**src/design/plls_pkg.sv**
```systemverilog
package plls_pkg;

	localparam int PALETTE_ENTRIES = 256;
	localparam int BURST_WORDS = 16;

	localparam int PAL_AW = (PALETTE_ENTRIES > 1) ? $clog2(PALETTE_ENTRIES) : 1;
	localparam int IDX_W = 8;
	localparam int COLOR_W = 16;
	localparam int COORD_W = 16;
	localparam int WBLK_W = 11;
	localparam int BURST_W = 4;
	localparam int WORD_W = 32;
	localparam int KIND_W = 2;
	localparam int PHASE_W = 3;
	localparam int CFG_IDX_W = 2;

	localparam logic [KIND_W-1:0] KIND_CMD = 2'd0;
	localparam logic [KIND_W-1:0] KIND_WIN = 2'd1;
	localparam logic [KIND_W-1:0] KIND_PIX = 2'd2;

	localparam logic [7:0] CMD_CASET = 8'h2A;
	localparam logic [7:0] CMD_PASET = 8'h2B;
	localparam logic [7:0] CMD_RAMWR = 8'h2C;

	localparam logic [CFG_IDX_W-1:0] REG_X_START = 2'd0;
	localparam logic [CFG_IDX_W-1:0] REG_Y_START = 2'd1;
	localparam logic [CFG_IDX_W-1:0] REG_WIDTH_BLOCKS = 2'd2;
	localparam logic [CFG_IDX_W-1:0] REG_HEIGHT = 2'd3;

	localparam logic [PHASE_W-1:0] HDR_CASET = 3'd0;
	localparam logic [PHASE_W-1:0] HDR_COL = 3'd1;
	localparam logic [PHASE_W-1:0] HDR_PASET = 3'd2;
	localparam logic [PHASE_W-1:0] HDR_ROW = 3'd3;
	localparam logic [PHASE_W-1:0] HDR_RAMWR = 3'd4;

	localparam logic [BURST_W-1:0] BURST_LAST = BURST_W'(BURST_WORDS - 1);

	function automatic logic [15:0] swap16(input logic [15:0] v);
		return {v[7:0], v[15:8]};
	endfunction

	function automatic logic [WORD_W-1:0] pack_pair(input logic [15:0] lo, input logic [15:0] hi);
		return {swap16(hi), swap16(lo)};
	endfunction

endpackage

```
**src/design/plls_ram.sv**
```systemverilog
module plls_ram #(
	parameter int WIDTH = 16,
	parameter int DEPTH = 256
) (
	input  logic                           clk,
	input  logic                           we,
	input  logic [$clog2(DEPTH > 1 ? DEPTH : 2)-1:0] waddr,
	input  logic [WIDTH-1:0]               wdata,
	input  logic                           re,
	input  logic [$clog2(DEPTH > 1 ? DEPTH : 2)-1:0] raddr,
	output logic [WIDTH-1:0]               rdata
);

	logic [WIDTH-1:0] mem_q [DEPTH];

	always_ff @(posedge clk) begin
		if (we) begin
			mem_q[waddr] <= wdata;
		end
		if (re) begin
			rdata <= mem_q[raddr];
		end
	end

endmodule

```
**src/design/palette_lcd_line_streamer_core.sv**
```systemverilog
// Pixel word: the taken pixel is registered in stage 1 with its palette read, then packed into the output register.
// Throughput: one item per cycle while the output is not stalled; the first pixel of a line holds
// the input while the five header words go out.
// Palette lookup: one registered read of the palette RAM, then packing into the output register.
// Reset: arst_n clears all control state and the 256 palette valid bits at once,
// so every entry reads zero until written; no clearing pass.
module palette_lcd_line_streamer_core
	import plls_pkg::*;
(
	input  logic                 clk,
	input  logic                 arst_n,
	input  logic                 s_tvalid,
	output logic                 s_tready,
	input  logic [23:0]          s_tdata,   // pixel_index[7:0], palette_color[23:8]
	input  logic [1:0]           s_tuser,   // mode[0], blank[1]
	output logic                 m_tvalid,
	input  logic                 m_tready,
	output logic [WORD_W-1:0]    m_tdata,   // tx_word[31:0]
	output logic [3:0]           m_tuser,   // dc_level[0], tx_kind[2:1], burst_end[3]
	output logic                 m_tlast,   // last_of_run
	input  logic                 cfg_valid,
	output logic                 cfg_ready,
	input  logic [CFG_IDX_W-1:0] cfg_index,
	input  logic [15:0]          cfg_data
);

	logic [COORD_W-1:0] x_start_q, y_start_q, height_q;
	logic [WBLK_W-1:0]  width_blocks_q;

	logic [COORD_W-1:0] column_q, line_q;
	logic [COLOR_W-1:0] pending_q;
	logic [BURST_W-1:0] burst_q;
	logic [PHASE_W-1:0] phase_q;
	logic [PALETTE_ENTRIES-1:0] pal_valid_q;

	logic               valid_s1, mode_s1, blank_s1, hit_s1;
	logic [COLOR_W-1:0] rdata;

	logic               m_tvalid_s2, m_tlast_s2;
	logic [WORD_W-1:0]  m_tdata_s2;
	logic [3:0]         m_tuser_s2;

	logic               in_take, in_mode, in_blank, in_range;
	logic [IDX_W-1:0]   in_idx;
	logic [COLOR_W-1:0] in_color;
	logic [PAL_AW-1:0]  pal_addr;

	logic               out_free, is_pix, hdr, odd, emit, s1_adv, pix_done, line_last, bend;
	logic [COORD_W-1:0] line_end, x_end, row, y_end;
	logic [COLOR_W-1:0] color;
	logic               e_dc, e_bend, e_last;
	logic [KIND_W-1:0]  e_kind;
	logic [WORD_W-1:0]  e_word;

	assign cfg_ready = 1'b1;

	always_ff @(posedge clk or negedge arst_n) begin
		if (!arst_n) begin
			x_start_q      <= '0;
			y_start_q      <= '0;
			width_blocks_q <= WBLK_W'(8);
			height_q       <= COORD_W'(240);
		end else if (cfg_valid) begin
			case (cfg_index)
				REG_X_START:      x_start_q <= cfg_data;
				REG_Y_START:      y_start_q <= cfg_data;
				REG_WIDTH_BLOCKS: width_blocks_q <= cfg_data[WBLK_W-1:0];
				REG_HEIGHT:       height_q <= cfg_data;
				default:          x_start_q <= x_start_q;
			endcase
		end
	end

	assign in_take  = s_tvalid & s_tready;
	assign in_mode  = s_tuser[0];
	assign in_blank = s_tuser[1];
	assign in_idx   = s_tdata[7:0];
	assign in_color = s_tdata[23:8];
	assign in_range = {1'b0, in_idx} < 9'(PALETTE_ENTRIES);
	assign pal_addr = in_idx[PAL_AW-1:0];

	plls_ram #(
		.WIDTH(COLOR_W),
		.DEPTH(PALETTE_ENTRIES)
	) u_palette (
		.clk  (clk),
		.we   (in_take & in_mode & in_range),
		.waddr(pal_addr),
		.wdata(in_color),
		.re   (in_take & ~in_mode),
		.raddr(pal_addr),
		.rdata(rdata)
	);

	always_ff @(posedge clk or negedge arst_n) begin
		if (!arst_n) begin
			pal_valid_q <= '0;
		end else if (in_take & in_mode & in_range) begin
			pal_valid_q[pal_addr] <= 1'b1;
		end
	end

	always_ff @(posedge clk or negedge arst_n) begin
		if (!arst_n) begin
			valid_s1 <= 1'b0;
		end else if (s_tready) begin
			valid_s1 <= s_tvalid;
		end
	end

	always_ff @(posedge clk) begin
		if (in_take) begin
			mode_s1  <= in_mode;
			blank_s1 <= in_blank;
			hit_s1   <= in_range & pal_valid_q[pal_addr];
		end
	end

	assign out_free  = ~m_tvalid_s2 | m_tready;
	assign is_pix    = valid_s1 & ~mode_s1;
	assign hdr       = is_pix & (column_q == '0);
	assign odd       = column_q[0];
	assign emit      = is_pix & (hdr | odd);
	assign s1_adv    = valid_s1 & (mode_s1 | (hdr ? (phase_q == HDR_RAMWR) & out_free
	                                               : (~odd | out_free)));
	assign pix_done  = is_pix & s1_adv;
	assign s_tready  = ~valid_s1 | s1_adv;

	assign line_end  = {width_blocks_q, 5'b0} - COORD_W'(1);
	assign x_end     = x_start_q + line_end;
	assign row       = y_start_q + line_q;
	assign y_end     = row + height_q - COORD_W'(1);
	assign color     = (~blank_s1 & hit_s1) ? rdata : '0;
	assign line_last = (column_q == line_end);
	assign bend      = line_last | (burst_q >= BURST_LAST);

	always_comb begin
		e_dc   = 1'b1;
		e_kind = KIND_PIX;
		e_bend = bend;
		e_last = 1'b1;
		e_word = pack_pair(pending_q, color);
		if (hdr) begin
			e_bend = 1'b1;
			e_last = 1'b0;
			case (phase_q)
				HDR_CASET: begin
					e_dc   = 1'b0;
					e_kind = KIND_CMD;
					e_word = {24'h0, CMD_CASET};
				end
				HDR_COL: begin
					e_kind = KIND_WIN;
					e_word = pack_pair(x_start_q, x_end);
				end
				HDR_PASET: begin
					e_dc   = 1'b0;
					e_kind = KIND_CMD;
					e_word = {24'h0, CMD_PASET};
				end
				HDR_ROW: begin
					e_kind = KIND_WIN;
					e_word = pack_pair(row, y_end);
				end
				default: begin
					e_dc   = 1'b0;
					e_kind = KIND_CMD;
					e_last = 1'b1;
					e_word = {24'h0, CMD_RAMWR};
				end
			endcase
		end
	end

	always_ff @(posedge clk or negedge arst_n) begin
		if (!arst_n) begin
			phase_q <= HDR_CASET;
		end else if (hdr & out_free) begin
			phase_q <= (phase_q == HDR_RAMWR) ? HDR_CASET : phase_q + PHASE_W'(1);
		end
	end

	always_ff @(posedge clk or negedge arst_n) begin
		if (!arst_n) begin
			column_q  <= '0;
			line_q    <= '0;
			pending_q <= '0;
			burst_q   <= '0;
		end else if (pix_done) begin
			if (~odd) begin
				pending_q <= color;
			end else begin
				burst_q <= bend ? '0 : burst_q + BURST_W'(1);
			end
			if (line_last) begin
				column_q <= '0;
				line_q   <= (line_q == height_q - COORD_W'(1)) ? '0 : line_q + COORD_W'(1);
			end else begin
				column_q <= column_q + COORD_W'(1);
			end
		end
	end

	always_ff @(posedge clk or negedge arst_n) begin
		if (!arst_n) begin
			m_tvalid_s2 <= 1'b0;
		end else if (out_free) begin
			m_tvalid_s2 <= emit;
		end
	end

	always_ff @(posedge clk) begin
		if (out_free & emit) begin
			m_tdata_s2 <= e_word;
			m_tuser_s2 <= {e_bend, e_kind, e_dc};
			m_tlast_s2 <= e_last;
		end
	end

	assign m_tvalid = m_tvalid_s2;
	assign m_tdata  = m_tdata_s2;
	assign m_tuser  = m_tuser_s2;
	assign m_tlast  = m_tlast_s2;

	a_phase_range: assert property (@(posedge clk) disable iff (!arst_n)
		phase_q <= HDR_RAMWR)
		else $error("header phase out of range");

	a_phase_owner: assert property (@(posedge clk) disable iff (!arst_n)
		phase_q != HDR_CASET |-> hdr)
		else $error("header phase active without a line-start pixel");

	a_hdr_stall: assert property (@(posedge clk) disable iff (!arst_n)
		hdr & phase_q != HDR_RAMWR |-> !s_tready)
		else $error("input taken while header in progress");

	a_burst_range: assert property (@(posedge clk) disable iff (!arst_n)
		burst_q <= BURST_LAST)
		else $error("burst word count overran");

	a_pix_follow: assert property (@(posedge clk) disable iff (!arst_n)
		pix_done & odd |=> m_tvalid && m_tlast && m_tuser[2:1] == KIND_PIX)
		else $error("pixel word not presented after odd column");

endmodule

```
**config.mk**
```make
export PLATFORM = sky130hd
export DESIGN_NAME = palette_lcd_line_streamer_core
export DESIGN_NICKNAME = d
export VERILOG_FILES = /design/src/design/plls_pkg.sv /design/src/design/plls_ram.sv /design/src/design/palette_lcd_line_streamer_core.sv
export SDC_FILE = /design/constraint.sdc
export NUM_CORES = 2
export LEC_CHECK = 0
export BUFFER_PORTS_ARGS = -buffer_cell sky130_fd_sc_hd__buf_2
export CORE_MARGIN = 2
export CORE_UTILIZATION = 63
export CTS_CLUSTER_SIZE = 14
export DETAILED_ROUTE_END_ITERATION = 16
export GPL_TIMING_DRIVEN = 0
export HOLD_SLACK_MARGIN = 0.12
export PLACE_DENSITY_LB_ADDON = 0.08
export SLEW_MARGIN = 20
export SYNTH_ARGS = -nofsm -noshare
export SYNTH_HDL_FRONTEND = slang
export SYNTH_HIERARCHICAL = 1
export SYNTH_SLANG_ARGS = --single-unit
```
**constraint.sdc**
```tcl
create_clock -name clk -period 5.3 [get_ports clk]
set_clock_uncertainty 0.05 [all_clocks]
set_input_delay 1.06 -clock clk [delete_from_list [all_inputs] [get_ports clk]]
set_output_delay 1.06 -clock clk [all_outputs]
set_load 0.02 [all_outputs]
```
[Yosys cells after proc, flatten, opt, wreduce, memory -nomap -nowiden]
Memories as Yosys holds them, arrays and structs flattened. A register that Yosys moved wholly into a read port is not among the register bits.
Index checks and enable logic that the tools add are counted.
Operators by class
  $add $sub $neg: 10
  order comparisons: 3
  equal/unequal tests: 9
  multiplexer cells: 17
  bitwise logic cells: 25
  reduce and logical (&&, ||, !) cells: 13
Operator list (number)
  $or 256x256->256: 1
  $pmux 32 s4: 1
  $add 16x16->16: 3
  $mux 16: 3
  $sub 16x1->16 const B: 3
  $add 16x1->16 const B: 2
  $eq 16x16->1: 2
  $mux 32: 1
  $logic_not 16->1: 1
  $reduce_and 2->1: 7
  $and 1x1->1: 12
  $lt 8x9->1 const B: 1
  $bmux 1 s8: 1
  $demux 1 s8: 1
  $ge 8x1->1 const B: 1
  $mux 1: 8
  $eq 3x2->1 const B: 2
  $not 1->1: 6
  $or 1x1->1: 6
  $add 4x1->4 const B: 1
  $eq 2x2->1 const B: 2
  $ge 4x4->1 const B: 1
  $mux 4: 1
  $reduce_or 4->1: 1
  9 further kinds: 9
Word-level totals
  register bits after elaboration: 412
  memory bits (writable): 4096
  bits of input ports: 49
  memories kept: 1
Memories
  u_palette.mem_q: words 256, bits a word 16, rd ports 1, clocked after Yosys merged registers in 1, write ports 1, line plls_ram.sv:14  | logic [WIDTH-1:0] mem_q [DEPTH];

[Logic depth before layout (Yosys ltp)]
  depth after elaboration: 11
  gate-level depth with buffers: 19
  mapped depth without buffers: 19

[By module]
The synthesis kept the hierarchy.
By module, submodules not included
  plls_ram: times used 1, cells each 7360, area each 158874.9 µm², seq. area each 123478.4 µm²
  palette_lcd_line_streamer_core: times used 1, cells each 1741, area each 21043.9 µm², seq. area each 10516.3 µm²

[Worst setup path before layout]
OpenSTA, ideal clock, no wires.
  path kind: input to register
  start point: input m_tready
  end point: memory u_palette.mem_q[234][0] (enable)
  setup time: 0.388 ns
  data arrival time: 3.689 ns
  required time: 4.862 ns
  slack: 1.172 ns
  stages: 11
  cell sequence: nand2b_1 -> nor2_1 -> o211ai_2 -> and2_1 -> nand2_1 -> inv_1 -> clkbuf_1 -> clkbuf_1 -> nand3_1 -> clkbuf_1 -> nor2_1
Between the ends
  cells in the longest elaborated chain, start to end: 10
RTL lines
  from (decl): line palette_lcd_line_streamer_core.sv:17  | input logic m_tready,
  $or 1x1->1 *: line palette_lcd_line_streamer_core.sv:119  | assign out_free = ~m_tvalid_s2 | m_tready;
  $or 1x1->1 / $and 1x1->1 (equally long branches): line palette_lcd_line_streamer_core.sv:125, palette_lcd_line_streamer_core.sv:124
  $mux 1 *: line palette_lcd_line_streamer_core.sv:124  | assign s1_adv = valid_s1 & (mode_s1 | (hdr ? (phase_q == HDR_RAMWR) & out_free
  $or 1x1->1 *: line palette_lcd_line_streamer_core.sv:124
  $and 1x1->1 *: line palette_lcd_line_streamer_core.sv:124
  $or 1x1->1 *: line palette_lcd_line_streamer_core.sv:127  | assign s_tready = ~valid_s1 | s1_adv;
  named net s_tready: line palette_lcd_line_streamer_core.sv:13  | output logic s_tready,
  $and 1x1->1 *: line palette_lcd_line_streamer_core.sv:74  | assign in_take = s_tvalid & s_tready;
  named net in_take: line palette_lcd_line_streamer_core.sv:43  | logic in_take, in_mode, in_blank, in_range;
  $and 1x1->1 *: line palette_lcd_line_streamer_core.sv:87  | .we (in_take & in_mode & in_range),
  $mux 1 *: line plls_ram.sv:17  | if (we) begin
  $mux 1 (not written as such) *: line plls_ram.sv:18  | mem_q[waddr] <= wdata;
  to (decl): line plls_ram.sv:14
The timed path passes the listed nets; every way through them passes the cells marked *.

==> metrics.csv <==
metric;value;unit
CTS root buf;clkbuf_16;
Worst-path clk slew;0.06;ns
final max-slew violation count;0;
1st-pass router iterations;8;
Final Power;76600;uW
largest net degree at the start of global routing;133;
combinational fraction of design power;8.2;%
hold-critical path depth;1;
CP max FO;10;
worst vdd ir;0.333;mV
reg2reg path depth;14;
placed inst area;0.191;sq mm
sw frac;23.0;%
P_sw;17600;uW
PwrDens;372;mW/mm^2
CTS tree;built;
kind of critical path;input port to register;
most frequent cells in the layout;edfxtp_1, mux4_2, mux2i_1;
htree depth;5;
Die Span X;538;microns
async set or reset register ratio after synthesis;8.22;%
crit path launch;s_tdata[4];
fin crit share;107;%
sequential share of the synthesized area;74.5;%
routed vias;101000;
P_leak;0.0695;uW
status;finished, violations left;
Design Area, Final;0.206;sq mm
Crit. End Element;register;
EDFF count, synth;4152;
DR iter-0 viols;16000;
Die H;538;microns
clock power share;40.3;%
CTS sink count;4524;
final worst slack;-0.373;ns
row cnt;196;
WL/cell;39.1;microns
grt total ovfl;0;
initial antenna violation count;38;
predominant post-synthesis flop cell;edfxtp_1;
post-synth cell types;97;
syn_nets;9218;
global-route wire length before repair;759000;microns
Worst-Skew Late Latency;1.02;ns
PortBufs;84;
CTS Buffer Depth;4;
Rel. slew slack;8.88;%
Mapped Cells;9101;
Internal;59000;uW
post-detail-place hpwl;373000;microns
WP data arrival;6.29;ns
minimum clock period;5.67;ns
Worst EP required;5.92;ns
core area;0.285;sq mm
Syn-to-layout area delta;14.4;%
Setup WS pre-CTS;-1.98;ns
Flop pwr share;51.5;%
most common cell after layout, fill and taps aside;edfxtp_1;
YS warnings;6;
Tot GR Track Use;38.0;%
Initial Util;63.2;%
vias in the first global route;98200;
Max-cap violations;0;
Via density;7.15;
Layout fillers;16800;
routability cong.;1.02;
DRT antenna net count;0;
Worst R2R Start;column_q[0];
Routed WL;550000;microns
layout cell share with drive strength beyond 1;26.3;%
Synth Area per Inst;19.8;sq um
io pins;89;
worst-margin pin slew;1.35;ns
Hold Violations, Final;0;
CTS buffer count;441;
Final nets;10000;
HP Class;input port to register;
setup TNS;-3.13;ns
# DRC;0;
flops & latches, synth;4524;
Die Area;0.290;sq mm
failing checks;setup timing;
FMAX;0.176;GHz
crit path launch type;input port;
hold_sp;s_tuser[1];
Finished Core Util;72.3;%
# setup viols final;15;
Cell Area, Synth;0.180;sq mm
-- metrics by stage --
step,cells,hold slack [ns]
global placement,12900,0.382
floorplan,9101,0.373
detailed placement,13200,0.388
finish,14100,0.286
CTS,14000,0.240
global route,14100,0.271
-- path summary, 6_finish.rpt --
path                                           to  slack (ns)
min in group asynchronous              line_q[12]        0.60
hold / removal                           blank_s1        0.29
setup reg to reg           u_palette/mem_q[74][8]        0.03
hold reg to reg                  pal_valid_q[184]        0.40
setup / recovery               u_palette/rdata[2]       -0.37
max in group asynchronous          pal_valid_q[8]        3.21
-- worst max-delay path, cell delays in order --
cell and delay [ns]:
buf_2 0.47, clkbuf_1 0.77, clkbuf_2 0.57, clkbuf_1 0.85, clkbuf_1 0.56, nor3_1 0.14
o21ai_0 0.63, nand3_1 0.49, nor4_2 0.72
-- logic make-up after synthesis --
group                    share of synthesized area [%]
buffers and inverters                             1.90
XOR/XNOR                                         0.517
other                                          0.00208
AND/OR/NAND/NOR                                   2.47
AO/OA/AOI/OAI                                     5.07
multiplexers                                      15.1
flip-flops                                        74.5
adder cells (fa/ha/maj)                          0.481
-- registers in the layout (all words and copies together) (netlist names) --
signal / count
phase_q: 3
mode_s1: 1
width_blocks_q: 11
hit_s1: 1
pal_valid_q: 256
column_q: 16
valid_s1: 1
y_start_q: 16
u_palette/mem_q: 4096
m_tdata: 32
pending_q: 16
x_start_q: 16
burst_q: 4
blank_s1: 1
line_q: 16
m_tuser: 4
u_palette/rdata: 16
m_tvalid: 1
m_tlast: 1
height_q: 16
-- synthesized netlist by cell type (9+ instances only) --
master | n | share of area (%)
o21bai_1 | 67 | 0.28
xor2_1 | 41 | 0.20
a2bb2oi_2 | 10 | 0.083
a211oi_1 | 24 | 0.10
o221ai_1 | 253 | 1.2
a221oi_1 | 31 | 0.15
nand2b_1 | 18 | 0.063
nor3_1 | 121 | 0.34
edfxtp_1 | 4152 | 69
a21oi_1 | 210 | 0.58
o21ai_0 | 100 | 0.28
ha_1 | 66 | 0.46
xnor2_1 | 47 | 0.23
and3_1 | 25 | 0.087
nor2_1 | 376 | 0.78
nand2_1 | 162 | 0.34
nor4_1 | 24 | 0.083
o22ai_1 | 160 | 0.56
nand4_1 | 32 | 0.11
mux2i_1 | 569 | 3.2
a22o_1 | 38 | 0.18
o31ai_1 | 23 | 0.096
buf_4 | 31 | 0.13
dfrtp_1 | 367 | 5.1
a21o_1 | 203 | 0.85
a31oi_1 | 9 | 0.031
o32ai_1 | 20 | 0.097
buf_2 | 97 | 0.27
buf_6 | 81 | 0.51
nor2_2 | 9 | 0.031
a22oi_1 | 54 | 0.23
inv_1 | 72 | 0.15
buf_8 | 13 | 0.11
nor2b_1 | 22 | 0.076
buf_1 | 33 | 0.069
clkbuf_1 | 290 | 0.61
or2_2 | 9 | 0.031
mux2_2 | 144 | 0.90
nand3_1 | 77 | 0.21
mux4_2 | 881 | 11
-- power groups by stage --
| stage | registers (uW) | logic, uW | clock network, uW |
|---|---|---|---|
| finish | 39500 | 6270 | 30900 |
| global route | 39500 | 6510 | 32400 |
| CTS | 39500 | 6110 | 31000 |
| detailed placement | 40200 | 6060 | 0 |
| global placement | 40400 | 5780 | 0 |
| floorplan | 40200 | 3360 | 0 |
-- routing by layer --
metal	GRT usage (%)	up-vias	wire length, microns
met5	0.0493	-	172
li1	-	39300	-
met3	10.7	1584	69000
met4	23.7	24	41600
met2	57.1	7330	251000
met1	49.6	52200	188000
-- area by class of cell --
class	instances	area [sq um]	area share, %
Clock inverter	262	2460	1.20
Multi-Input combinational cell	3954	44100	21.4
Sequential cell	4524	134000	65.1
Buffer	546	3270	1.59
Timing Repair Buffer	384	5320	2.58
Antenna cell	20	50.0	0.0243
Tap cell	3762	4710	2.29
Inverter	73	278	0.135
Clock buffer	542	11700	5.67
-- timing repair --
action | 4_1_cts | 5_1_grt
hold buffers | 1 | 0
pin swaps | 19 | 7
gates resized for setup | 58 | 33
buffers inserted | 26 | 15
setup endpoints to repair | 2907 | 796
endpoints found under the hold margin | 69 | 0
(Power assumes the default switching activity.)
